### src/rtl/core/tdes_pkg.sv
package tdes_pkg;

  localparam int RoundCount = 16;
  localparam int PassCount  = 3;
  localparam int StageCount = RoundCount * PassCount;

  typedef enum logic [2:0] {
    RegKeyOne    = 3'd0,
    RegKeyTwo    = 3'd1,
    RegKeyThree  = 3'd2,
    RegTriple    = 3'd3,
    RegDecrypt   = 3'd4
  } reg_idx_e;

  typedef logic [47:0] round_key_t;

  localparam byte unsigned IP_TAB [64] = '{
    58,50,42,34,26,18,10,2, 60,52,44,36,28,20,12,4,
    62,54,46,38,30,22,14,6, 64,56,48,40,32,24,16,8,
    57,49,41,33,25,17,9,1,  59,51,43,35,27,19,11,3,
    61,53,45,37,29,21,13,5, 63,55,47,39,31,23,15,7};
  localparam byte unsigned FP_TAB [64] = '{
    40,8,48,16,56,24,64,32, 39,7,47,15,55,23,63,31,
    38,6,46,14,54,22,62,30, 37,5,45,13,53,21,61,29,
    36,4,44,12,52,20,60,28, 35,3,43,11,51,19,59,27,
    34,2,42,10,50,18,58,26, 33,1,41,9,49,17,57,25};
  localparam byte unsigned E_TAB [48] = '{
    32,1,2,3,4,5,4,5,6,7,8,9,8,9,10,11,12,13,12,13,14,15,16,17,
    16,17,18,19,20,21,20,21,22,23,24,25,24,25,26,27,28,29,28,29,30,31,32,1};
  localparam byte unsigned P_TAB [32] = '{
    16,7,20,21,29,12,28,17,1,15,23,26,5,18,31,10,
    2,8,24,14,32,27,3,9,19,13,30,6,22,11,4,25};
  localparam byte unsigned PC1_TAB [56] = '{
    57,49,41,33,25,17,9,1,58,50,42,34,26,18,10,2,59,51,43,35,27,19,11,3,60,52,44,36,
    63,55,47,39,31,23,15,7,62,54,46,38,30,22,14,6,61,53,45,37,29,21,13,5,28,20,12,4};
  localparam byte unsigned PC2_TAB [48] = '{
    14,17,11,24,1,5,3,28,15,6,21,10,23,19,12,4,26,8,16,7,27,20,13,2,
    41,52,31,37,47,55,30,40,51,45,33,48,44,49,39,56,34,53,46,42,50,36,29,32};
  localparam byte unsigned ROT_TAB [16] = '{1,1,2,2,2,2,2,2,1,2,2,2,2,2,2,1};
  localparam logic [3:0] S_TAB [8][64] = '{
    '{14,4,13,1,2,15,11,8,3,10,6,12,5,9,0,7, 0,15,7,4,14,2,13,1,10,6,12,11,9,5,3,8,
      4,1,14,8,13,6,2,11,15,12,9,7,3,10,5,0, 15,12,8,2,4,9,1,7,5,11,3,14,10,0,6,13},
    '{15,1,8,14,6,11,3,4,9,7,2,13,12,0,5,10, 3,13,4,7,15,2,8,14,12,0,1,10,6,9,11,5,
      0,14,7,11,10,4,13,1,5,8,12,6,9,3,2,15, 13,8,10,1,3,15,4,2,11,6,7,12,0,5,14,9},
    '{10,0,9,14,6,3,15,5,1,13,12,7,11,4,2,8, 13,7,0,9,3,4,6,10,2,8,5,14,12,11,15,1,
      13,6,4,9,8,15,3,0,11,1,2,12,5,10,14,7, 1,10,13,0,6,9,8,7,4,15,14,3,11,5,2,12},
    '{7,13,14,3,0,6,9,10,1,2,8,5,11,12,4,15, 13,8,11,5,6,15,0,3,4,7,2,12,1,10,14,9,
      10,6,9,0,12,11,7,13,15,1,3,14,5,2,8,4, 3,15,0,6,10,1,13,8,9,4,5,11,12,7,2,14},
    '{2,12,4,1,7,10,11,6,8,5,3,15,13,0,14,9, 14,11,2,12,4,7,13,1,5,0,15,10,3,9,8,6,
      4,2,1,11,10,13,7,8,15,9,12,5,6,3,0,14, 11,8,12,7,1,14,2,13,6,15,0,9,10,4,5,3},
    '{12,1,10,15,9,2,6,8,0,13,3,4,14,7,5,11, 10,15,4,2,7,12,9,5,6,1,13,14,0,11,3,8,
      9,14,15,5,2,8,12,3,7,0,4,10,1,13,11,6, 4,3,2,12,9,5,15,10,11,14,1,7,6,0,8,13},
    '{4,11,2,14,15,0,8,13,3,12,9,7,5,10,6,1, 13,0,11,7,4,9,1,10,14,3,5,12,2,15,8,6,
      1,4,11,13,12,3,7,14,10,15,6,8,0,5,9,2, 6,11,13,8,1,4,10,7,9,5,0,15,14,2,3,12},
    '{13,2,8,4,6,15,11,1,10,9,3,14,5,0,12,7, 1,15,13,8,10,3,7,4,12,5,6,11,0,14,9,2,
      7,11,4,1,9,12,14,2,0,6,10,13,15,3,5,8, 2,1,14,7,4,10,8,13,15,12,9,0,5,6,3,11}};

  function automatic logic [63:0] perm64(input logic [63:0] x, input byte unsigned t [64]);
    logic [63:0] y;
    for (int i = 0; i < 64; i++) y[63-i] = x[64-int'(t[i])];
    return y;
  endfunction

  function automatic logic [31:0] feistel(input logic [31:0] h, input round_key_t k);
    logic [47:0] x;
    logic [31:0] acc;
    logic [31:0] y;
    logic [5:0]  six;
    for (int i = 0; i < 48; i++) x[47-i] = h[32-int'(E_TAB[i])];
    x = x ^ k;
    for (int i = 0; i < 8; i++) begin
      six = x[47-6*i -: 6];
      acc[31-4*i -: 4] = S_TAB[i][{six[5], six[0], six[4:1]}];
    end
    for (int i = 0; i < 32; i++) y[31-i] = acc[32-int'(P_TAB[i])];
    return y;
  endfunction

  // PC1, rotate by the cumulative shift for round r, PC2
  function automatic round_key_t sched_key(input logic [63:0] key, input int r);
    logic [55:0] cd;
    logic [27:0] c;
    logic [27:0] d;
    logic [55:0] m;
    round_key_t  k;
    for (int i = 0; i < 56; i++) cd[55-i] = key[64-int'(PC1_TAB[i])];
    c = cd[55:28];
    d = cd[27:0];
    for (int j = 0; j < 16; j++) begin
      if (j <= r) begin
        if (ROT_TAB[j] == 8'd1) begin
          c = {c[26:0], c[27]};
          d = {d[26:0], d[27]};
        end else begin
          c = {c[25:0], c[27:26]};
          d = {d[25:0], d[27:26]};
        end
      end
    end
    m = {c, d};
    for (int i = 0; i < 48; i++) k[47-i] = m[56-int'(PC2_TAB[i])];
    return k;
  endfunction

endpackage

### src/rtl/core/tdes_round.sv
module tdes_round import tdes_pkg::*; (
  input  logic        clk_i,
  input  logic        rst_ni,
  input  logic        adv_i,
  input  logic        vld_i,
  input  logic [63:0] lr_i,
  input  round_key_t  key_i,
  output logic        vld_o,
  output logic [63:0] lr_o
);
  logic        vld_q;
  logic [63:0] lr_q;
  logic [63:0] lr_d;

  assign lr_d = {lr_i[31:0], lr_i[63:32] ^ feistel(lr_i[31:0], key_i)};

  always_ff @(posedge clk_i or negedge rst_ni) begin
    if (!rst_ni) begin
      vld_q <= 1'b0;
    end else if (adv_i) begin
      vld_q <= vld_i;
    end
  end

  always_ff @(posedge clk_i) begin
    if (adv_i) lr_q <= lr_d;
  end

  assign vld_o = vld_q;
  assign lr_o  = lr_q;
endmodule

### config.mk
export PLATFORM = sky130hd
export DESIGN_NAME = tdes_round
export DESIGN_NICKNAME = d
export VERILOG_FILES = /design/src/rtl/core/tdes_pkg.sv /design/src/rtl/core/tdes_round.sv
export SDC_FILE = /design/constraint.sdc
export NUM_CORES = 1
export LEC_CHECK = 0
export ABC_AREA = 1
export BUFFER_PORTS_ARGS = -buffer_cell sky130_fd_sc_hd__buf_2
export CAP_MARGIN = 20
export CORE_ASPECT_RATIO = 0.9
export CORE_MARGIN = 1.5
export CORE_UTILIZATION = 50
export CTS_BUF_LIST = sky130_fd_sc_hd__clkbuf_8
export DETAILED_ROUTE_END_ITERATION = 16
export PLACE_DENSITY = 0.75
export SYNTH_ARGS = -nofsm -noshare
export SYNTH_HDL_FRONTEND = slang
export SYNTH_SLANG_ARGS = --single-unit
### constraint.sdc
create_clock -name clk_i -period 2.1 [get_ports clk_i]
set_clock_uncertainty 0.05 [all_clocks]
set_input_delay 0 -clock clk_i [delete_from_list [all_inputs] [get_ports clk_i]]
set_output_delay 0 -clock clk_i [all_outputs]
set_load 0.05 [all_outputs]
==> impl_results.md <==
* Post-route cell area at ~10000 sq um
* Die width at ~130 um
* Register area share after synthesis at about 25%
* Kind of capture point of the worst setup path: flip-flop
* Number of remaining DRC errors at 0
* Launch instance of the worst register-to-register path: vld_o
* FF-to-FF path depth at 1
* Max-Cap Viols at 0
* Synth Net Count at 1452
* Count of H-tree levels built during CTS at 3
* Critical Path Max Stage Delay at 0.52 ns
* Setup slack of the worst register-to-register path at ~1.3 ns
* Buffer levels on the longest clock path at 2
* Most common cell after layout, fill and taps aside: sky130_fd_sc_hd__nand2_1
* Starting density of the core at between 50% and 60%
* Hold Path Class: in -> reg
* Maximum operating frequency at 0.516 GHz
* Total number of vias at slightly above 9000
* Commonest non-fill, non-tap cells in the layout: sky130_fd_sc_hd__nand2_1, sky130_fd_sc_hd__nand3_1, sky130_fd_sc_hd__buf_2, sky130_fd_sc_hd__inv_1, sky130_fd_sc_hd__dlygate4sd3_1
* Number of hold violations in the final report at 0
* Status: complete, no violations
* Fillers at 1381
* Standard cell with the maximum stage delay on the critical path: sky130_fd_sc_hd__dlygate4sd3_1
* Synthesis-to-layout area growth at 28.3%
* Number of standard cells after synthesis at between 1000 and 1500
* Final standard cell utilization of the core at about two thirds
* Slew HR at about 46%
* Routed wire length per instance at between 10 and 15 um
* R2R Path End: vld_o
* DR pass1 iterations at 5
* Clock Pin Slew Worst Setup and Hold Paths at approximately 0.08 ns
* Unique masters post-synth at 27
* Max-slew violations at 0
* Die Y-Extent at between 100 and 150 um
* Post-detailed-route count of antenna-violating nets at 0
* Mean number of vias per cell at ~5.2
* Crit Path Class: in -> reg
* Mean instance size in the synthesized netlist at ~6.1 sq um
* Vias in the first global route at ~8100
* Die area at between 15000 and 20000 sq um
* Count of boundary I/O pins at about 180
* Root buffer cell: sky130_fd_sc_hd__clkbuf_8
* Final net count at 1718
* Leakage power at 5.53 nW
* First-pass GRT wire length at 36200 um
* Share of Yosys cell area claimed by the top area cell type at 28.8%
* Top cells by area in the synthesized netlist: sky130_fd_sc_hd__nand2_1, sky130_fd_sc_hd__edfxtp_1, sky130_fd_sc_hd__nand3_1, sky130_fd_sc_hd__ha_1, sky130_fd_sc_hd__inv_1
* Global placement routability congestion at between 0.9 and 1
* TritonCTS Sinks at 65
* Cell Area, Synth at 7830 sq um
* Critical path arrival at 2.01 ns
* Total Power at slightly below 0.006 W
* RSZ-0062 raised after global routing: false
* Clock tree from TritonCTS: yes
* Setup violators final at 0
* Required time reported for the critical path endpoint at ~2.2 ns
* Capturing instance or port of the critical path: lr_o[19]
* Diode insertion count for antenna repair at 0
* Worst Setup Slack, final at roughly 0.16 ns
* Shortest clock period the worst path allows after layout at 1.94 ns
* Post-Route WL at 22000 um
* Post-route clock period utilization at between 90% and 100%
* Final setup TNS at 0 ns
* Library cell appearing most often on the critical path: sky130_fd_sc_hd__nand2_1
* Count of buffers inserted at the top-level ports at 180
* Biggest area consumer among synthesized cells: sky130_fd_sc_hd__nand2_1
* Power density over cell area at ~580 nW/um^2
* Total global routing overflow at 0
* Pin count of the biggest net entering global routing at 27
* Estimated wirelength of the detail-placed design at between 15000 and 20000 um
* Largest vdd supply drop at ~0.46 mV
* Share of cells above drive strength 1 at roughly 16%
* Cell Area, Placed at slightly above 9000 sq um
* Initial antenna violation count at 2
* Setup slack after placement at 0.259 ns
* Area of the core at 15300 sq um
* Clock latency reported for the late side of the worst-skew pair at approximately 0.36 ns
* Crit-path cells: dlygate4sd3_1 > buf_2 > inv_1 > nand2_1 > nand2_1 > ha_4 > inv_1 > nand2_1 > nand3_1 > nand2_1 > nand2_1 > nand3_1 > nand2_1 > nand2_1 > nand2_1
* Number of warnings printed during yosys synthesis at 0
* Slew at the pin closest to its max-slew limit at between 0.8 and 0.9 ns
* Launching element type of the critical path: primary input
* Seq cells post-synth at 65
* Violation count after the first detailed-routing iteration at 592
* CTS buffer count at 9
* Launching instance or port of the critical path: lr_i[24]
* Overall fraction of global-route tracks in use at roughly 27%
* Number of rows created at floorplan at 43
* Maximum fanout count along the critical path at 6
## worst max-delay path, delay by kind of cell
kind          cells  cell delay (ns)
fa+ha+maj         1             0.36
buf+inv           4             0.83
simple gates     10             0.81
## power breakdown
part           internal, W  total (W)  switching, W
sequential         0.00162    0.00166     0.0000424
combinational      0.00101    0.00305       0.00204
clock             0.000528    0.00107      0.000540
## worst min path at each step
| stage | startpoint | to | slack (ns) | depth (start not counted) |
|---|---|---|---|---|
| 6_report | adv_i | lr_o[52] | 0.03 | 1 |
| 5_1_grt | adv_i | lr_o[53] | 0.01 | 1 |
| 4_1_cts | adv_i | lr_o[52] | 0.007 | 1 |
| 3_5_place_dp | rst_ni | vld_o | -0.27 | 1 |
| 3_3_place_gp | rst_ni | vld_o | -0.27 | 1 |
| 2_1_floorplan | rst_ni | vld_o | -0.35 | 0 |
## cell usage after synthesis
| library cell | instances |
|---|---|
| sky130_fd_sc_hd__a21oi_1 | 8 |
| sky130_fd_sc_hd__buf_2 | 19 |
| sky130_fd_sc_hd__buf_4 | 4 |
| sky130_fd_sc_hd__clkbuf_1 | 4 |
| sky130_fd_sc_hd__clkinv_1 | 1 |
| sky130_fd_sc_hd__dfrtp_1 | 1 |
| sky130_fd_sc_hd__edfxtp_1 | 64 |
| sky130_fd_sc_hd__ha_1 | 62 |
| sky130_fd_sc_hd__inv_1 | 125 |
| sky130_fd_sc_hd__inv_2 | 3 |
| sky130_fd_sc_hd__mux2_2 | 1 |
| sky130_fd_sc_hd__nand2_1 | 600 |
| sky130_fd_sc_hd__nand2_2 | 1 |
| sky130_fd_sc_hd__nand3_1 | 293 |
| sky130_fd_sc_hd__nand3b_1 | 15 |
| sky130_fd_sc_hd__nand4_1 | 2 |
| sky130_fd_sc_hd__nor2_1 | 11 |
| sky130_fd_sc_hd__o211ai_1 | 2 |
| sky130_fd_sc_hd__o21a_1 | 1 |
| sky130_fd_sc_hd__o21ai_0 | 15 |
| sky130_fd_sc_hd__o21ai_1 | 2 |
| sky130_fd_sc_hd__o21bai_1 | 1 |
| sky130_fd_sc_hd__xnor2_1 | 19 |
| sky130_fd_sc_hd__xnor2_2 | 5 |
| sky130_fd_sc_hd__xnor2_4 | 1 |
| sky130_fd_sc_hd__xor2_1 | 11 |
| sky130_fd_sc_hd__xor2_2 | 3 |
## per-stage QoR
step,hold WS [ns],instances
after CTS,0.00664,1747
after floorplan,-0.346,1274
after global placement,-0.274,1664
final,0.0267,1747
after global routing,0.0132,1747
after detailed placement,-0.274,1664
## repair_timing
action                     in CTS  in global routing
gates resized for setup         0                 14
setup endpoints to repair       0                 17
hold buffers                   67                  0
hold endpoints to repair       66                  0
buffers inserted                0                  0
## registers in the layout (all words and copies together) (netlist names)
signal  count
lr_o       64
vld_o       1
## kinds of logic after synthesis
kind of cell,count (synthesis),synth area share [%]
xor gates and xnor gates,39,5.37
buffers and inverters,156,7.98
and+or+nand+nor,922,49.7
muxes,1,0.144
AOI/OAI and AO/OA,29,1.98
DFF,65,24.9
adders and majority gates,62,9.91
## final cells by class
cell class / count / area [sq um] / area share, %
Tap cell: 202 / 253 / 2.52
Clock buffer: 9 / 124 / 1.23
Inverter: 129 / 484 / 4.82
Clock inverter: 7 / 55.1 / 0.548
Multi-Input combinational cell: 1053 / 5330 / 53.1
Sequential cell: 65 / 1950 / 19.4
Timing Repair Buffer: 282 / 1850 / 18.4
## routing by layer
layer / GRT usage (%) / routed length (um) / vias to the layer above
li1: - / - / 4641
met2: 45.7 / 10300 / 416
met1: 34.4 / 9290 / 4009
met4: 8.74 / 466 / 4
met5: 0 / 22 / -
met3: 5.66 / 1900 / 52
Note: power is estimated with default switching activity, not from simulation.
